==> config.mk <==
export PLATFORM = sky130hd
export DESIGN_NAME = ictf_isqrt
export DESIGN_NICKNAME = d
export VERILOG_FILES = /design/src/hdl/ictf_pkg.sv /design/src/hdl/ictf_isqrt.sv
export SDC_FILE = /design/constraint.sdc
export NUM_CORES = 1
export LEC_CHECK = 0
export BUFFER_PORTS_ARGS = -buffer_cell sky130_fd_sc_hd__buf_2
export CAP_MARGIN = 25
export CELL_PAD_IN_SITES_DETAIL_PLACEMENT = 1
export CELL_PAD_IN_SITES_GLOBAL_PLACEMENT = 1
export CORE_ASPECT_RATIO = 1.4
export CORE_MARGIN = 1
export CORE_UTILIZATION = 51
export CTS_CLUSTER_SIZE = 14
export DETAILED_ROUTE_END_ITERATION = 6
export PLACE_DENSITY_LB_ADDON = 0.3
export SKIP_CTS_REPAIR_TIMING = 1
export SYNTH_ARGS = -nofsm -noshare
export SYNTH_HDL_FRONTEND = slang
export SYNTH_SLANG_ARGS = --single-unit
==> constraint.sdc <==
create_clock -name clk -period 29.3 [get_ports clk]
set_input_delay 1.465 -clock clk [delete_from_list [all_inputs] [get_ports clk]]
set_output_delay 1.465 -clock clk [all_outputs]
set_load 0.005 [all_outputs]
==> src/hdl/ictf_pkg.sv <==
// Shared types and constants of the complementary tilt filter.
// No dependencies; used by the sample interface, the root unit and the top level.
package ictf_pkg;

  localparam int RAW_W        = 16;
  localparam int CFG_W        = 16;
  localparam int RAD_W        = 64;
  localparam int ROOT_W       = 32;
  localparam int ONE_Q15      = 32768;
  localparam int ROT_STEPS    = 6;
  localparam int CORDIC_STEPS = 24;
  localparam int TABLE_FRAC   = 20;
  localparam int ATAN_W       = 27;

  // register indexes of the configuration port
  localparam logic [1:0] REG_LOWPASS    = 2'd0;
  localparam logic [1:0] REG_BLEND      = 2'd1;
  localparam logic [1:0] REG_STEP_SCALE = 2'd2;

  localparam logic [CFG_W-1:0] LOWPASS_RST    = 16'd29491;
  localparam logic [CFG_W-1:0] BLEND_RST      = 16'd32113;
  localparam logic [CFG_W-1:0] STEP_SCALE_RST = 16'd2379;

  // low-pass / blend pass within one vector component
  localparam logic [1:0] MIX_GYRO  = 2'd0;
  localparam logic [1:0] MIX_ACCEL = 2'd1;
  localparam logic [1:0] MIX_FUSED = 2'd2;

  // arctangent of 2^-i in degrees, Q.20
  localparam logic [ATAN_W-1:0] ATAN_DEG_Q20 [CORDIC_STEPS] = '{
    27'd47185920, 27'd27855475, 27'd14718068, 27'd7471121,
    27'd3750058,  27'd1876857,  27'd938658,   27'd469357,
    27'd234682,   27'd117342,   27'd58671,    27'd29335,
    27'd14668,    27'd7334,     27'd3667,     27'd1833,
    27'd917,      27'd458,      27'd229,      27'd115,
    27'd57,       27'd29,       27'd14,       27'd7
  };

  typedef enum logic [4:0] {
    ST_IDLE,
    ST_ROT_P,
    ST_ROT_S,
    ST_ROT_T,
    ST_ACC_MUL,
    ST_ACC_ADD,
    ST_ASQ_GO,
    ST_ASQ_WAIT,
    ST_DIV_INIT,
    ST_DIV,
    ST_DIV_END,
    ST_MIX_MUL,
    ST_MIX_WR,
    ST_TILT_INIT,
    ST_TILT_MUL,
    ST_TILT_ADD,
    ST_TSQ_GO,
    ST_TSQ_WAIT,
    ST_CORDIC,
    ST_TILT_END,
    ST_DONE
  } state_t;

endpackage

==> src/hdl/ictf_isqrt.sv <==
// Iterative integer square root, one result bit per cycle.
// Depends on ictf_pkg.
module ictf_isqrt import ictf_pkg::*; (
  input  logic              clk,
  input  logic              rst,
  input  logic              start,
  input  logic [RAD_W-1:0]  radicand,
  output logic              done,
  output logic [ROOT_W-1:0] root
);

  logic [RAD_W-1:0] n;
  logic [RAD_W-1:0] res;
  logic [RAD_W-1:0] bitv;
  logic [RAD_W-1:0] trial;
  logic [4:0]       cnt;
  logic             busy;

  assign trial = res + bitv;
  assign root  = res[ROOT_W-1:0];

  always_ff @(posedge clk) begin
    if (rst) begin
      busy <= 1'b0;
      done <= 1'b0;
      cnt  <= '0;
    end else begin
      done <= 1'b0;
      if (start) begin
        busy <= 1'b1;
        cnt  <= 5'(ROOT_W - 1);
      end else if (busy) begin
        if (cnt == '0) begin
          busy <= 1'b0;
          done <= 1'b1;
        end else begin
          cnt <= cnt - 5'd1;
        end
      end
    end
  end

  always_ff @(posedge clk) begin
    if (start) begin
      n    <= radicand;
      res  <= '0;
      bitv <= RAD_W'(1) << (RAD_W - 2);
    end else if (busy) begin
      if (n >= trial) begin
        n   <= n - trial;
        res <= (res >> 1) + bitv;
      end else begin
        res <= res >> 1;
      end
      bitv <= bitv >> 2;
    end
  end

endmodule

==> results.yml <==
clocking:
  cts.clk_slew.worst_paths_ns: 0.08
  cts_tree: "built"
  htree_levels: 4
  cts_inserted_buffers: 17
  clock_latency_ns: 0.48
  cts.sinks: 167
  cts-root-buf: "clkbuf_16"
  cts_buffer_depth: 2
global_route:
  grt_pass1_vias: 16774
  grt_util_met1_pct: 35.1
  overflow: 0
  grt.busiest_layer: "met2"
  grt_pass1_wl_um: 88200
  grt_use_met3_pct: 5.04
  grt_antenna_before_repair: 0
  grt_usage_pct: 35.5
  met2_usage_pct: 65.7
  grt_max_degree: 95
sta:
  rsz0062_at_grt: "false"
  fmax_mhz: 143
  fin_crit_ns: 7.01
  tightestPinTransition_ns: 1.07
  setup_tns_ns: 0
  hold_viol_final: 0
  skew_ns: 0.0127
  worst_hold_slack_ns: 0.537
  fin_crit_sh_pct: 23.9
  finalMaxSlewViolations: 0
  setup_viol: 0
  slew-limit-headroom_pct: 28.4
finish:
  antennaDiodeCount: 0
  register_area_sq_um: 3990
  drive_gt1_share_pct: 9.86
  area_delta_synth_final_pct: 6.13
  nets: 2235
  nFillCells: 3918
  final_util_pct: 55.1
  multi_input_area_sq_um: 11100
setup_path:
  critPathTopFamily: "simple AND/OR/NAND/NOR gates"
  cp-end-kind: "flip-flop"
  cp.required_ns: 29.40
  cp_slowest_stage_delay_ns: 0.73
  crit_buf_inv: 2
  cp_slowest_cell: "buf_4"
  crit_top_cell: "nand4_1"
  crit_fanout: 80
  worstPathArrival_ns: 7.11
  worst_setup_path_start_kind: "flip-flop"
  crit_type: "flip-flop to flip-flop"
  path_cells: "ha_1 -> a31oi_1 -> a211oi_2 -> nand4_1 -> a2111oi_2 -> o211ai_1 -> a21oi_1 -> nor4_1 -> nor2_1 -> xnor2_1 -> ha_1 -> nand4_1 -> nor4_1 -> nand4_1 -> nor3_1 -> and3_4 -> nor2_4 -> buf_4 -> o21ai_4 -> buf_4"
power:
  power_density_nw_per_um2: 94.0
  seqPwrFrac_pct: 24.3
  p_clk_share_pct: 15.0
  internal_power_mw: 0.792
  ir_worst_vdd_mv: 0.0753
  p_comb_share_pct: 60.7
  p_switching_mw: 0.805
  p_leak_nw: 6.62
  swShare_pct: 50.4
place:
  dp.final_hpwl_um: 42800
  port_buffers: 99
  finalWeightedCongestion: 1.01
detailed_routing:
  num_vias: 15992
  drcViolationCount: 0
  ant_nets: 0
  drt_iter0_drc: 788
  wl_per_cell_um: 22.9
  vias_per_cell: 6.56
  routed_wl_um: 55800
  drt_pre_antenna_iters: 7
yosys:
  synth.top_cells.by_count: "221 x nand2_1, 220 x nor2_1, 154 x o21ai_0"
  synth.ff_latch_count: 167
  synthTopCellsByArea: "dfxtp_1 13%, edfxtp_1 12%, ha_1 10%"
  netlist.area_leader.share_pct: 12.9
  synth_edf_count: 64
  syn_inst: 2054
  synth_area_per_cell_sq_um: 7.79
  synth_seq_area_share_pct: 24.9
  synth_cell_type_count: 90
  synth_top_area_cell: "dfxtp_1"
  synth_warnings: 0
  yosysMostFrequentCell: "nand2_1"
  syn-cell-area_sq_um: 16000
  async_flop_share_pct: 0
  synth_flop_cell: "dfxtp_1"
  syn_nets: 2254
job:
  drv_cap: 0
floorplan:
  initial_core_util_pct: 52.0
  die_y_um: 212
  dieArea_sq_um: 32100
  die_w_um: 152
  coreArea_sq_um: 30800
  num_rows: 76
  ios: 100
worst_hold_path:
  min_path_type: "flip-flop to flip-flop"
outcome:
  status: "finished clean"
sequential cells by signal, summed over array words and instances, names as in the netlist:
register,count
done,1
res,64
busy,1
n,64
cnt,5
bitv,32
power groups by stage:
| stage | registers, mW | logic (mW) | clock network (mW) |
|---|---|---|---|
| floorplan | 0.360 | 0.728 | 0 |
| global placement | 0.389 | 0.925 | 0 |
| detailed placement | 0.391 | 0.948 | 0 |
| CTS | 0.387 | 0.957 | 0.243 |
| global route | 0.393 | 1.06 | 0.249 |
| finish | 0.388 | 0.969 | 0.240 |
metal layers:
| metal | up-vias | routed length, um |
|---|---|---|
| met4 | 0 | 4090 |
| met5 | - | 0 |
| met1 | 7789 | 20400 |
| li1 | 7554 | - |
| met3 | 224 | 2010 |
| met2 | 425 | 29300 |
layout by cell type (no fill, tap or decap), drive strengths merged, types with 36 or more instances in the layout:
cell type,instances
o21ai,161
inv,63
a21o,39
nor2,221
buf,108
a31oi,66
edfxtp,64
xor2,67
nand2,221
nor3,43
xnor2,69
nand4,51
ha,132
mux2i,52
dfxtp,103
a21oi,148
o21bai,36
cells by family (layout without fill, tap and decap cells):
kind of cell,after synthesis,in the layout,synth area share [%]
buffers and inverters,200,194,5.62
adder cells (fa/ha/maj),133,133,10.4
AO/OA/AOI/OAI,658,658,27.5
XOR/XNOR,136,136,7.44
flip-flops,167,167,24.9
AND/OR/NAND/NOR,705,705,20.7
multiplexers,55,55,3.46
worst reg2reg max path: stages, from the launching register on:
cell	delay (ns)
dfxtp_1	0.38
ha_1	0.37
a31oi_1	0.18
a211oi_2	0.51
nand4_1	0.22
a2111oi_2	0.56
o211ai_1	0.22
a21oi_1	0.32
nor4_1	0.13
nor2_1	0.17
xnor2_1	0.15
ha_1	0.48
nand4_1	0.22
nor4_1	0.54
nand4_1	0.26
nor3_1	0.23
and3_4	0.27
nor2_4	0.03
buf_4	0.37
o21ai_4	0.23
buf_4	0.73
final cells by class:
class	count	share of cell area (%)
multi-input combinational	1687	65.5
tap	390	2.87
clock inverter	13	0.832
clock buffer	19	2.73
inverter	54	1.19
timing repair buffer	108	3.35
sequential	167	23.5
metrics by stage:
step	power [mW]	instances	cell area [sq um]	worst slack [ns]
floorplan	1.09	2054	16000	19.84
global placement	1.31	2406	16400	22.62
detailed placement	1.34	2406	16400	22.37
CTS	1.59	2438	17000	22.32
global route	1.70	2438	17000	21.87
finish	1.60	2438	17000	22.29
worst paths after layout:
| kind | depth (start not counted) | slack, ns | startpoint | endpoint |
|---|---|---|---|---|
| setup / recovery | 20 | 22.29 | res[2] | n[42] |
| setup reg to reg | 20 | 22.29 | res[2] | n[42] |
| hold / removal | 1 | 0.54 | bitv[62] | bitv[62] |
| hold reg to reg | 1 | 0.54 | bitv[62] | bitv[62] |
Note: power is estimated with default switching activity, not from simulation.
